`src/rtl/sgb_pkg.sv`:
```
// Shared types and constants for the separable Gaussian blur block.
// Used by every module under rtl/ but sgb_ram; depends on nothing.
`default_nettype none

package sgb_pkg;

  // Fixed field and register widths, tap count and rounding constants
  localparam int PIX_W    = 16;
  localparam int COL_W    = 10;
  localparam int ROW_W    = 10;
  localparam int COEF_W   = 17;
  localparam int SIZE_W   = 11;
  localparam int NUM_COEF = 6;
  localparam int CIDX_W   = 3;
  localparam int ADDR_W   = 5;
  localparam int DATA_W   = 32;
  localparam int FRAC_W   = 16;
  localparam int RND_HALF = 32768;

  localparam logic [COEF_W-1:0] COEF0_RESET = 17'd65536;
  localparam logic [SIZE_W-1:0] SIZE_RESET  = 11'd1024;

  localparam logic OP_PIXEL = 1'b0;
  localparam logic OP_DRAIN = 1'b1;

  typedef enum logic [2:0] {
    REG_COEF_0,
    REG_COEF_1,
    REG_COEF_2,
    REG_COEF_3,
    REG_COEF_4,
    REG_COEF_5,
    REG_IMAGE_WIDTH,
    REG_IMAGE_HEIGHT
  } reg_idx_t;

  typedef enum logic [2:0] {
    ST_IDLE,
    ST_MOD,
    ST_VISSUE,
    ST_VWAIT,
    ST_VDONE,
    ST_HISSUE,
    ST_HWAIT,
    ST_HOUT
  } state_t;

  typedef struct packed {
    logic             op;
    logic [PIX_W-1:0] pixel;
  } pix_word_t;

  typedef struct packed {
    logic [PIX_W-1:0] value;
    logic [COL_W-1:0] column;
    logic [ROW_W-1:0] row;
    logic             last_in_run;
    logic             last_of_image;
  } res_word_t;

  typedef struct packed {
    logic [NUM_COEF-1:0][COEF_W-1:0] coef;
    logic [SIZE_W-1:0]               image_width;
    logic [SIZE_W-1:0]               image_height;
  } cfg_t;

  typedef struct packed {
    logic clear;
    logic valid;
  } mac_ctl_t;

endpackage

`default_nettype wire

```
`src/rtl/sgb_regs.sv`:
```
// APB register file: tap weights and frame size.
// Depends on sgb_pkg.
`default_nettype none

module sgb_regs (
  input  wire logic                       clk,
  input  wire logic                       rst,
  input  wire logic                       psel,
  input  wire logic                       penable,
  input  wire logic                       pwrite,
  input  wire logic [sgb_pkg::ADDR_W-1:0] paddr,
  input  wire logic [sgb_pkg::DATA_W-1:0] pwdata,
  output      logic [sgb_pkg::DATA_W-1:0] prdata,
  output      logic                       pready,
  output      sgb_pkg::cfg_t              cfg
);

  sgb_pkg::reg_idx_t idx;
  logic              wr;

  assign idx    = sgb_pkg::reg_idx_t'(paddr[sgb_pkg::ADDR_W-1:2]);
  assign wr     = psel & penable & pwrite;
  assign pready = 1'b1;

  always_ff @(posedge clk) begin
    if (rst) begin
      // center tap sits in the low slice, all other taps clear
      cfg.coef         <= (sgb_pkg::NUM_COEF*sgb_pkg::COEF_W)'(sgb_pkg::COEF0_RESET);
      cfg.image_width  <= sgb_pkg::SIZE_RESET;
      cfg.image_height <= sgb_pkg::SIZE_RESET;
    end else if (wr) begin
      unique case (idx)
        sgb_pkg::REG_COEF_0:       cfg.coef[0] <= pwdata[sgb_pkg::COEF_W-1:0];
        sgb_pkg::REG_COEF_1:       cfg.coef[1] <= pwdata[sgb_pkg::COEF_W-1:0];
        sgb_pkg::REG_COEF_2:       cfg.coef[2] <= pwdata[sgb_pkg::COEF_W-1:0];
        sgb_pkg::REG_COEF_3:       cfg.coef[3] <= pwdata[sgb_pkg::COEF_W-1:0];
        sgb_pkg::REG_COEF_4:       cfg.coef[4] <= pwdata[sgb_pkg::COEF_W-1:0];
        sgb_pkg::REG_COEF_5:       cfg.coef[5] <= pwdata[sgb_pkg::COEF_W-1:0];
        sgb_pkg::REG_IMAGE_WIDTH:  cfg.image_width  <= pwdata[sgb_pkg::SIZE_W-1:0];
        sgb_pkg::REG_IMAGE_HEIGHT: cfg.image_height <= pwdata[sgb_pkg::SIZE_W-1:0];
        default: ;
      endcase
    end
  end

  always_comb begin
    unique case (idx)
      sgb_pkg::REG_COEF_0:       prdata = sgb_pkg::DATA_W'(cfg.coef[0]);
      sgb_pkg::REG_COEF_1:       prdata = sgb_pkg::DATA_W'(cfg.coef[1]);
      sgb_pkg::REG_COEF_2:       prdata = sgb_pkg::DATA_W'(cfg.coef[2]);
      sgb_pkg::REG_COEF_3:       prdata = sgb_pkg::DATA_W'(cfg.coef[3]);
      sgb_pkg::REG_COEF_4:       prdata = sgb_pkg::DATA_W'(cfg.coef[4]);
      sgb_pkg::REG_COEF_5:       prdata = sgb_pkg::DATA_W'(cfg.coef[5]);
      sgb_pkg::REG_IMAGE_WIDTH:  prdata = sgb_pkg::DATA_W'(cfg.image_width);
      sgb_pkg::REG_IMAGE_HEIGHT: prdata = sgb_pkg::DATA_W'(cfg.image_height);
      default:                   prdata = '0;
    endcase
  end

endmodule

`default_nettype wire

```
`config.mk`:
```
export PLATFORM = sky130hd
export DESIGN_NAME = sgb_regs
export DESIGN_NICKNAME = d
export VERILOG_FILES = /design/src/rtl/sgb_pkg.sv /design/src/rtl/sgb_regs.sv
export SDC_FILE = /design/constraint.sdc
export NUM_CORES = 1
export LEC_CHECK = 0
export ABC_CLOCK_PERIOD_IN_PS = 6200
export BUFFER_PORTS_ARGS = -buffer_cell sky130_fd_sc_hd__clkbuf_2
export CORE_MARGIN = 1
export CORE_UTILIZATION = 39
export CTS_BUF_LIST = sky130_fd_sc_hd__clkbuf_16
export CTS_CLUSTER_SIZE = 20
export DETAILED_ROUTE_END_ITERATION = 8
export GPL_TIMING_DRIVEN = 0
export PLACE_DENSITY = 0.64
export SLEW_MARGIN = 15
export SYNTH_ARGS = -nofsm -noshare
export SYNTH_HDL_FRONTEND = slang
export SYNTH_SLANG_ARGS = --single-unit
export TNS_END_PERCENT = 20
```
`constraint.sdc`:
```
create_clock -name clk -period 6.2 [get_ports clk]
set_input_delay 1.86 -clock clk [delete_from_list [all_inputs] [get_ports clk]]
set_output_delay 1.86 -clock clk [all_outputs]
set_load 0.005 [all_outputs]
```
==> run_results.csv <==
group,metric,value,unit
sta,whs,467.9,ps
synth,yosysMostFrequentCell,"nand2_1",
power_and_ir_drop,p_per_area,264.6,nW/µm²
worst_setup_path,critical-path-max-stage-delay,850,ps
final_layout,num_antenna_cells,0,
sta,setup_viol,0,
drt,final_antenna_net_count,0,
worst_hold_path,hp-class,"reg2reg",
die,initial_utilization,40.41,%
status,status,"completed",
power_and_ir_drop,power.internal,1.464,mW
worst_setup_path,arrival,3770,ps
synth,synthTopCellsByArea,"dfxtp_1 (44%), nand2_1 (14%), a21oi_1 (11%)",
sta,timing.fmax,177.7,MHz
worst_setup_path,rrSetupSlack,5460,ps
synth,ys_ff_latch,124,
worst_setup_path,critPathKind,"in2out",
worst_setup_path,critPathSlowestCell,"nor2_1",
cts,cts_tree,"built",
cts,cts_buffer_depth,2,
synth,postSynthCellCount,729,
final_layout,largest_reg_flops,124,
drt,dr_total_vias,5955,
die,die_w,122.6,µm
die,rows,43,
cts,cts_resized,0,
worst_setup_path,required,4340,ps
sta,layout_min_cycle_time,5628,ps
synth,ys_async_sr_fraction,0,%
sta,slew_headroom,34.35,%
worst_setup_path,worstRegToRegCells,2,
sta,worst_pin_slew,981.1,ps
synth,yosysTopAreaCell,"dfxtp_1",
sta,grt_setup_unrepaired,"no",
sta,period_share,90.77,%
global_routing,antenna_found_initial,0,
worst_setup_path,crit_buf_inv,3,
global_routing,grt_max_degree,17,
die,pin_count,199,
power_and_ir_drop,swShare,23.88,%
global_routing,grt_pass1_wl,31400,µm
place,dp_hpwl,15410,µm
sta,slew_violations,0,
power_and_ir_drop,netSwitchingPower,459.1,µW
cts,cts.sinks,124,
worst_hold_path,min_from,"cfg[112]",
cts,cts-htree-levels,4,
sta,tns,0,ps
cts,path_clk_slew,50,ps
die,fp.dieH,122.6,µm
power_and_ir_drop,finalPower,1.923,mW
drt,wl_per_cell,19.52,µm
sta,hold_violations,0,
global_routing,grt_pass1_vias,5211,
worst_setup_path,start_kind,"input port",
worst_setup_path,r2r-start,"cfg[94]",
final_layout,drive_gt1_share,26.59,%
place,port_buffers,150,
worst_hold_path,holdPathStages,2,
worst_hold_path,whs_endpoint,"cfg[112]",
worst_setup_path,crit_chain,"buf_6 > clkbuf_1 > nor2_1 > a221oi_1 > nor2_1 > clkbuf_2",
die,dieArea,15040,µm²
drt,drt_iter0_drc,536,
global_routing,grt_usage,29.32,%
flow_run,drv_cap,0,
power_and_ir_drop,peakVddDrop,0.1771,mV
final_layout,final_nets,954,
synth,synth_edf_count,0,
drt,vias_per_cell,5.389,
synth,synth_flop_cell,"dfxtp_1",
power_and_ir_drop,comb_power_share,7.6,%
place,globalplace.congestion,0.9444,
power_and_ir_drop,leakage,2.979,nW
worst_setup_path,path_max_fanout,10,
cts,post_cts_buffers,0,
synth,synth_commonest_cells,"nand2_1 (209), dfxtp_1 (124), a21oi_1 (121)",
final_layout,final_util,51.75,%
worst_setup_path,endpoint_kind,"output pin",
worst_setup_path,rr_endpoint,"cfg[94]",
power_and_ir_drop,power.share.clock,50.3,%
die,core_region_area,14040,µm²
cts,insertion_delay,420,ps
cts,cts_root_buffer,"clkbuf_16",
drt,drc,0,
worst_setup_path,cpMostUsedCell,"nor2_1",
drt,drt-total-wl,21570,µm
final_layout,biggestRegsByFlops,"cfg: 124 flops",
synth,postSynthAreaPerCell,7.784,µm²
cts,holdBufCountCts,0,
final_layout,areaGrowthSynthToFinish,28.07,%
power_and_ir_drop,seqPwrFrac,42.1,%
synth,synthesis.area,5674,µm²
synth,ys_types,35,
final_layout,top_register,"cfg",
sta,skew,0,ps
global_routing,grt_remaining_overflow,0,
cts,cts_buffers,17,
worst_setup_path,cp_top_family,"simple AND/OR/NAND/NOR gates",
drt,drt-pass1-iter-count,6,
synth,ys_seq_area_share,43.75,%
synth,yosysTopAreaCellShare,43.75,%
synth,ys_warn_count,0,
==> layout by cell type (no fill, tap or decap), types with 2 or more instances in the layout <==
cell,synthesis,final
buf_4,19,19
a22o_1,3,3
o2bb2ai_1,13,13
or2_1,2,2
nor2_4,3,3
clkbuf_16,0,17
or3_1,3,3
nand2_1,209,209
buf_2,34,34
conb_1,2,16
a21oi_1,121,121
o21ai_0,38,38
a222oi_1,3,3
clkbuf_2,0,150
buf_6,6,6
nor2_1,37,37
mux4_2,2,2
mux2_2,3,3
nand2b_1,2,2
inv_1,14,17
clkinv_2,0,3
clkinv_1,0,6
dfxtp_1,124,124
clkbuf_1,26,26
a221oi_1,21,21
bufinv_16,0,3
nand3b_1,3,3
mux2i_1,25,25
nor2b_1,5,5
==> final cells by class <==
class,count,area [µm²]
plain buffers,85,478.0
clock buffers,17,425.4
clock inverters,15,138.9
fillers,1405,6775
inverters,14,52.55
multi-input cells,520,2714
flip-flops and latches,124,2482
well taps,180,225.2
repair buffers,150,750.7
==> worst reg2reg max path, cell delays in order, from the launching register on <==
cell     delay [ps]
dfxtp_1         380
o21ai_0         110
a21oi_1         180
==> kinds of logic after synthesis <==
logic type | share of synthesized area [%]
simple gates | 20.15
compound gates | 20.82
flops | 43.75
buf+inv | 9.349
mux | 5.799
other cells | 0.1324
==> power by group through the flow <==
stage / clock network, mW / registers (mW) / logic, mW
floorplan: 0 / 0.825 / 0.0840
global placement: 0 / 0.826 / 0.142
detailed placement: 0 / 0.826 / 0.142
CTS: 0.972 / 0.809 / 0.143
global route: 1.01 / 0.809 / 0.155
finish: 0.968 / 0.809 / 0.146
==> layer usage <==
metal | wire, µm | vias up | track usage, %
met5 | 0 | - | 1.736
met4 | 411 | 0 | 10.67
met3 | 2085 | 32 | 6.506
met2 | 9999 | 363 | 45.89
met1 | 9075 | 2765 | 39.23
li1 | - | 2795 | -
==> how the worst max path moves through the flow <==
stage / startpoint / to / slack [ps] / cells past startpoint
2_1_floorplan: paddr[4] / prdata[0] / 1450 / 5
3_3_place_gp: paddr[3] / prdata[6] / 630 / 6
3_5_place_dp: paddr[3] / prdata[6] / 630 / 6
4_1_cts: paddr[3] / prdata[6] / 640 / 6
5_1_grt: paddr[4] / prdata[6] / 520 / 7
6_report: paddr[3] / prdata[6] / 570 / 6
==> metrics by stage <==
stage / instance area (µm²) / setup WS, ps / instances
finish: 7267 / 572.1 / 1105
detailed placement: 6703 / 630.1 / 1073
floorplan: 5727 / 1455 / 743
global route: 7267 / 524.1 / 1105
global placement: 6703 / 634.8 / 1073
CTS: 7267 / 636.7 / 1105
Note: power is estimated with default switching activity, not from simulation.
