`src/rtl/sgb_pkg.sv`:
```
// Shared types and constants for the separable Gaussian blur block.
// Used by every module under rtl/ but sgb_ram; depends on nothing.
`default_nettype none

package sgb_pkg;

  // Fixed field and register widths, tap count and rounding constants
  localparam int PIX_W    = 16;
  localparam int COL_W    = 10;
  localparam int ROW_W    = 10;
  localparam int COEF_W   = 17;
  localparam int SIZE_W   = 11;
  localparam int NUM_COEF = 6;
  localparam int CIDX_W   = 3;
  localparam int ADDR_W   = 5;
  localparam int DATA_W   = 32;
  localparam int FRAC_W   = 16;
  localparam int RND_HALF = 32768;

  localparam logic [COEF_W-1:0] COEF0_RESET = 17'd65536;
  localparam logic [SIZE_W-1:0] SIZE_RESET  = 11'd1024;

  localparam logic OP_PIXEL = 1'b0;
  localparam logic OP_DRAIN = 1'b1;

  typedef enum logic [2:0] {
    REG_COEF_0,
    REG_COEF_1,
    REG_COEF_2,
    REG_COEF_3,
    REG_COEF_4,
    REG_COEF_5,
    REG_IMAGE_WIDTH,
    REG_IMAGE_HEIGHT
  } reg_idx_t;

  typedef enum logic [2:0] {
    ST_IDLE,
    ST_MOD,
    ST_VISSUE,
    ST_VWAIT,
    ST_VDONE,
    ST_HISSUE,
    ST_HWAIT,
    ST_HOUT
  } state_t;

  typedef struct packed {
    logic             op;
    logic [PIX_W-1:0] pixel;
  } pix_word_t;

  typedef struct packed {
    logic [PIX_W-1:0] value;
    logic [COL_W-1:0] column;
    logic [ROW_W-1:0] row;
    logic             last_in_run;
    logic             last_of_image;
  } res_word_t;

  typedef struct packed {
    logic [NUM_COEF-1:0][COEF_W-1:0] coef;
    logic [SIZE_W-1:0]               image_width;
    logic [SIZE_W-1:0]               image_height;
  } cfg_t;

  typedef struct packed {
    logic clear;
    logic valid;
  } mac_ctl_t;

endpackage

`default_nettype wire

```
`src/rtl/sgb_mac.sv`:
```
// Multiply-accumulate unit with round-half-up and saturation.
// Depends on sgb_pkg.
`default_nettype none

module sgb_mac #(
  parameter int PIX_BITS = 16,
  parameter int ACC_W    = 41
) (
  input  wire logic                          clk,
  input  wire logic                          rst,
  input  wire sgb_pkg::mac_ctl_t             ctl,
  input  wire logic [PIX_BITS-1:0]           sample,
  input  wire logic [sgb_pkg::COEF_W-1:0]    weight,
  output      logic [PIX_BITS-1:0]           rounded
);

  localparam int PW = sgb_pkg::COEF_W + PIX_BITS;
  localparam int SH = ACC_W - sgb_pkg::FRAC_W;

  logic [PW-1:0]    prod;
  logic             pvalid;
  logic [ACC_W-1:0] acc;
  logic [ACC_W-1:0] biased;
  logic [SH-1:0]    shifted;

  always_ff @(posedge clk) begin
    if (rst) begin
      pvalid <= 1'b0;
    end else begin
      pvalid <= ctl.valid;
    end
  end

  always_ff @(posedge clk) begin
    prod <= PW'(weight) * PW'(sample);
    if (ctl.clear) begin
      acc <= '0;
    end else if (pvalid) begin
      acc <= acc + ACC_W'(prod);
    end
  end

  // round half up, then clip to the pixel range
  always_comb begin
    biased  = acc + ACC_W'(sgb_pkg::RND_HALF);
    shifted = biased[ACC_W-1:sgb_pkg::FRAC_W];
    if (|shifted[SH-1:PIX_BITS]) begin
      rounded = '1;
    end else begin
      rounded = shifted[PIX_BITS-1:0];
    end
  end

endmodule

`default_nettype wire

```
`config.mk`:
```
export PLATFORM = sky130hd
export DESIGN_NAME = sgb_mac
export DESIGN_NICKNAME = d
export VERILOG_FILES = /design/src/rtl/sgb_pkg.sv /design/src/rtl/sgb_mac.sv
export SDC_FILE = /design/constraint.sdc
export NUM_CORES = 1
export LEC_CHECK = 0
export BUFFER_PORTS_ARGS = -buffer_cell sky130_fd_sc_hd__buf_2
export CORE_UTILIZATION = 40
export CTS_CLUSTER_DIAMETER = 80
export DETAILED_ROUTE_END_ITERATION = 16
export SLEW_MARGIN = 20
export SYNTH_ARGS = -nofsm -noshare
export SYNTH_HDL_FRONTEND = slang
export SYNTH_SLANG_ARGS = --single-unit
```
`constraint.sdc`:
```
create_clock -name clk -period 9 [get_ports clk]
set_clock_uncertainty 0.1 [all_clocks]
set_input_delay 1.8 -clock clk [delete_from_list [all_inputs] [get_ports clk]]
set_output_delay 1.8 -clock clk [all_outputs]
set_load 0.03 [all_outputs]
```
==> flow_summary.json, run 1 <==
{
  "rows": 66,
  "clk_path_buf_depth": 2,
  "post-cts-setup-buffer-count": 0,
  "ys_seq_area_share_pct": 11.12,
  "fmax_mhz": 128.8,
  "dp.cells": 2023,
  "synth_nets": 1967,
  "relSlewSlack_pct": 52.93,
  "timing.final.crit_share_pct": 86.28,
  "root_buffer": "clkbuf_16",
  "cp_max_fo": 16,
  "area_growth_pct": 7.142,
  "use_met3_pct": 2.328,
  "cts.sink_count": 75,
  "grtUsageMet2_pct": 30.39,
  "rsz0062_at_grt": "no",
  "drt_wl_total_um": 31180,
  "worstPathRequired_ns": 9.17,
  "final-setup-viol-count": 0,
  "r2r-end": "acc[30]",
  "ys_warn_count": 0,
  "via_per_inst": 5.028,
  "grt_pass1_vias": 10394,
  "drc": 0,
  "synth_cell_types": 67,
  "grt_max_degree": 56,
  "fin_crit_ns": 7.765,
  "finalHoldViolCount": 0,
  "diodes": 0,
  "whs_path_depth": 2,
  "layout_commonest_cell": "inv_1",
  "drv_cap": 0,
  "syn_avg_cell_area_um2": 8.538,
  "fp.coreArea_um2": 32870,
  "maxSlewViolCount": 0,
  "worst_setup_path_start_kind": "primary input",
  "critical_path.startpoint": "weight[7]",
  "grtUsageMet1_pct": 27.69,
  "async_reset_ff_share_pct": 0,
  "grtUsageTotal_pct": 19.04,
  "grt_first_pass_wirelength_um": 52180,
  "tightest_slew_ns": 0.7008,
  "nets": 1977,
  "tns_ns": 0,
  "vias": 10252,
  "cts_resized": 0,
  "clk_pin_slew_worst_paths_ns": 0.06,
  "synthCells": 1582,
  "cts_buffers": 9,
  "fillers": 3271,
  "crit_type": "in2reg",
  "synth_edf_count": 0,
  "hold_path_end": "acc[10]",
  "reg2reg_from": "acc[0]",
  "port_buffers": 52,
  "drt-pass1-iter-count": 5,
  "die_x_um": 185.8,
  "drive_above_1_share_pct": 6.450,
  "antenna_left": 0,
  "antenna_found_initial": 0,
  "crit_path_end_kind": "register",
  "instances_no_fill": 2039,
  "r2r_setup_slack_ns": 5.66,
  "cp.arrival_ns": 7.94,
  "dieArea_um2": 34500,
  "ioPinCount": 53,
  "post-dp-hpwl_um": 25150,
  "synth_area_um2": 13510,
  "clk_latency_ns": 0.34,
  "ctsHoldBuffers": 0,
  "hp-start": "acc[10]",
  "place_congestion": 0.8875,
  "final_cell_mix": "inv_1, nand2_1, fa_1",
  "grt-busiest-layer": "met2",
  "synth-seq-cells": 75,
  "ff2ff_path_depth": 12,
  "initial_core_util_pct": 41.10,
  "status": "completed",
  "die_y_um": 185.8,
  "cts.htree.levels": 3,
  "tritoncts": "built",
  "wl_per_cell_um": 15.29,
  "grt_overflow": 0,
  "hp-class": "reg2reg",
  "synth_flop_cell": "dfxtp_1",
  "drt-initial-drc-count": 558
}
-- metal layers --
layer  routed length [um]  up-vias
li1                     -     5039
met1                15750     4977
met2                13700      214
met3                 1415       22
met4                  315        0
met5                    0        -
-- registers in the layout (all words and copies together) (netlist names) --
register and cells:
pvalid 1, prod 33, acc 41
-- cell usage after synthesis, types with 2 or more instances --
| library cell | count | share of area, % |
|---|---|---|
| and2_1 | 140 | 6.5 |
| inv_1 | 276 | 7.7 |
| and3_1 | 15 | 0.69 |
| a2111o_1 | 3 | 0.25 |
| nand2_1 | 215 | 6.0 |
| o21ai_0 | 33 | 1.2 |
| o21bai_1 | 5 | 0.28 |
| mux2_2 | 6 | 0.50 |
| clkbuf_1 | 51 | 1.4 |
| o221ai_1 | 5 | 0.32 |
| nand2b_1 | 6 | 0.28 |
| nor3b_1 | 3 | 0.17 |
| ha_1 | 139 | 13 |
| o211a_1 | 2 | 0.15 |
| a21oi_1 | 76 | 2.8 |
| or2_2 | 4 | 0.19 |
| a211oi_1 | 7 | 0.39 |
| and4_1 | 4 | 0.26 |
| fa_1 | 209 | 31 |
| a31oi_1 | 8 | 0.37 |
| o211ai_1 | 6 | 0.33 |
| a311o_1 | 2 | 0.15 |
| nor3_1 | 24 | 0.89 |
| nor4_4 | 2 | 0.31 |
| a21o_1 | 27 | 1.5 |
| nand3b_1 | 3 | 0.17 |
| o21ai_2 | 4 | 0.26 |
| dfxtp_1 | 75 | 11 |
| nor2b_1 | 15 | 0.69 |
| nand3_1 | 22 | 0.82 |
| xor2_1 | 22 | 1.4 |
| o21ba_2 | 2 | 0.15 |
| nand4_1 | 9 | 0.42 |
| a31o_2 | 7 | 0.45 |
| a211o_1 | 3 | 0.19 |
| o21a_1 | 7 | 0.39 |
| o2111ai_1 | 3 | 0.19 |
| xnor2_1 | 40 | 2.6 |
| nor2_1 | 54 | 1.5 |
| a21boi_0 | 4 | 0.22 |
| mux2i_1 | 13 | 0.96 |
| or3_1 | 5 | 0.23 |
| buf_1 | 2 | 0.056 |
-- worst max path at each step --
stage                     to  slack [ns]  cells after the start
floorplan           prod[32]        1.30                     22
global placement    prod[32]        0.91                     22
detailed placement  prod[32]        0.84                     22
CTS                 prod[32]        1.23                     22
global route        prod[32]        0.87                     22
finish              prod[32]        1.23                     22
-- kinds of logic (layout without fill, tap and decap cells) --
family | after synthesis | after routing | synth area share (%)
compound gates | 220 | 220 | 10.86
xor+xnor | 62 | 62 | 4.020
fa+ha+maj | 348 | 348 | 43.85
buf+inv | 332 | 347 | 9.300
flops | 75 | 75 | 11.12
simple gates | 526 | 526 | 19.39
mux | 19 | 19 | 1.464
-- cell type report --
class	count	area [um^2]	share of cell area, %
sequential	75	1501	10.38
clock buffer	9	225.2	1.556
timing repair buffer	55	282.8	1.954
multi-input combinational	1175	10750	74.28
clock inverter	7	123.9	0.8560
inverter	276	1036	7.159
tap	442	553.0	3.822
-- stage by stage --
stage	util [%]	instance area (um^2)	hold slack [ns]	setup slack (ns)
global placement	42.97	14120	0.3613	0.9086
detailed placement	42.97	14120	0.3727	0.8358
global route	44.03	14470	0.4184	0.8674
finish	44.03	14470	0.3815	1.235
CTS	44.03	14470	0.3838	1.227
floorplan	-	13510	0.3447	1.300
-- critical path, cell delays in order --
cell,delay [ns]
buf_2,0.20
and2_1,0.21
fa_1,0.54
inv_1,0.06
fa_1,0.57
fa_1,0.44
fa_1,0.49
inv_1,0.05
fa_1,0.54
inv_1,0.06
fa_1,0.53
inv_1,0.04
ha_1,0.37
and4_1,0.22
and2_4,0.15
a221oi_2,0.31
a21oi_1,0.14
a31o_2,0.31
a2111o_1,0.40
a31o_1,0.24
a21oi_2,0.14
xnor2_1,0.12
Power of run 1 is left out: the tool's default activity adds up to more than one toggle a clock period on the data nets, which glitch-free logic cannot reach.
==> run 2, diff against run 1 <==
Settings changed: CELL_PAD_IN_SITES_DETAIL_PLACEMENT set to 1, CELL_PAD_IN_SITES_GLOBAL_PLACEMENT set to 2, PLACE_DENSITY_LB_ADDON set to 0.1.
==> run 2 against run 1 <==
Effect of this change:
- worst hold slack gained 0.0014 ns
- setup slack lost 0.059 ns
- final area shrank 0.45%
- non-clock buffer count is the same
- fmax shrank 0.75%
- via count grew 1.5%
- count of clock-buffer cells in the layout is the same
- critical path depth is the same
- sequential share of layout area is essentially flat
==> flow_summary.json, run 2 (synthesized netlist as in run 1, its figures left out) <==
{
  "hold_path_end": "acc[10]",
  "hp-start": "acc[10]",
  "place_congestion": 0.8239,
  "maxSlewViolCount": 0,
  "timing.final.crit_share_pct": 86.93,
  "drive_above_1_share_pct": 6.450,
  "reg2reg_from": "acc[0]",
  "regMostFlops": "acc",
  "die_x_um": 185.8,
  "tightest_slew_ns": 0.7235,
  "drt-pass1-iter-count": 4,
  "drt-initial-drc-count": 411,
  "nets": 1977,
  "relSlewSlack_pct": 51.41,
  "layout_commonest_cell": "inv_1",
  "clk_pin_slew_worst_paths_ns": 0.07,
  "initial_core_util_pct": 41.10,
  "top_regs": "acc (41), prod (33), pvalid (1)",
  "grt_first_pass_wirelength_um": 58680,
  "clk_path_buf_depth": 2,
  "fmax_mhz": 127.8,
  "finalHoldViolCount": 0,
  "grt_pass1_vias": 11025,
  "port_buffers": 52,
  "die_y_um": 185.8,
  "r2r_setup_slack_ns": 5.67,
  "tns_ns": 0,
  "dieArea_um2": 34500,
  "post-dp-hpwl_um": 29020,
  "area_growth_pct": 6.660,
  "cts_buffers": 9,
  "whs_path_depth": 2,
  "post-cts-setup-buffer-count": 0,
  "final-setup-viol-count": 0,
  "antenna_found_initial": 0,
  "ctsHoldBuffers": 0,
  "rows": 66,
  "cts.htree.levels": 3,
  "fin_crit_ns": 7.824,
  "root_buffer": "clkbuf_16",
  "drc": 0,
  "worst_setup_path_start_kind": "primary input",
  "cp_max_fo": 16,
  "final_cell_mix": "inv_1, nand2_1, fa_1",
  "via_per_inst": 5.104,
  "ioPinCount": 53,
  "grt_overflow": 0,
  "cts.sink_count": 75,
  "hp-class": "reg2reg",
  "grtUsageTotal_pct": 21.97,
  "status": "completed",
  "critical_path.startpoint": "weight[7]",
  "fp.coreArea_um2": 32870,
  "ff2ff_path_depth": 12,
  "r2r-end": "acc[34]",
  "worstPathRequired_ns": 9.17,
  "drt_wl_total_um": 35780,
  "grt_max_degree": 56,
  "rsz0062_at_grt": "no",
  "cts_resized": 0,
  "tritoncts": "built",
  "crit_type": "in2reg",
  "crit_path_end_kind": "register",
  "antenna_left": 0,
  "drv_cap": 0,
  "largest_register_ffs": 41,
  "wl_per_cell_um": 17.55,
  "diodes": 0,
  "clk_latency_ns": 0.35,
  "cp.arrival_ns": 8.00,
  "vias": 10408
}
run 2: cell types whose count changed in the layout (fill, tap and decap cells not counted):
cell,previous run,this run
bufinv_16,3,0
clkinvlp_4,1,2
inv_6,2,4
run 2: per-layer routing:
layer  share of wire, %  vias to the layer above  global-route usage, %
met2                 44                      144                  34.94
met5                  0                        -                      0
met4                1.1                        0                  4.426
li1                   -                     5046                      -
met3                2.7                       21                  1.859
met1                 52                     5197                  32.43
run 2: worst max path at each step:
stage               cells after the start       end
global route                           22  prod[32]
floorplan                              22  prod[32]
finish                                 22  prod[32]
CTS                                    22  prod[32]
detailed placement                     22  prod[32]
global placement                       22  prod[32]
run 2: area by class of cell:
cell class                      instances  area [um^2]
Fill cell                            3989        18460
Multi-Input combinational cell       1175        10750
Sequential cell                        75         1501
Inverter                              276         1036
Tap cell                              442        553.0
Timing Repair Buffer                   55        282.8
Clock buffer                            9        225.2
Clock inverter                          7        58.81
run 2: critical path, cell delays in order:
cell and delay, ns:
buf_2 0.19, and2_1 0.21, fa_1 0.53, inv_1 0.05
fa_1 0.56, fa_1 0.46, fa_1 0.49, inv_1 0.05
fa_1 0.53, inv_1 0.06, fa_1 0.52, inv_1 0.04
ha_1 0.37, a21oi_1 0.22, o221ai_1 0.17, a221oi_2 0.33
a21oi_1 0.17, a31o_2 0.32, a2111o_1 0.40, a31o_1 0.24
a21oi_2 0.14, xnor2_1 0.12
run 2: through the flow:
stage	instance area, um^2	worst slack [ns]	hold slack, ns	util, %	std cells
finish	14410	1.176	0.3829	43.83	2039
global route	14410	0.9187	0.4181	43.83	2039
CTS	14410	1.173	0.3837	43.83	2039
detailed placement	14120	0.7602	0.3684	42.97	2023
global placement	14120	0.8647	0.3643	42.97	2023
floorplan	13510	1.300	0.3447	-	1582
Power of run 2 is left out for the same reason.
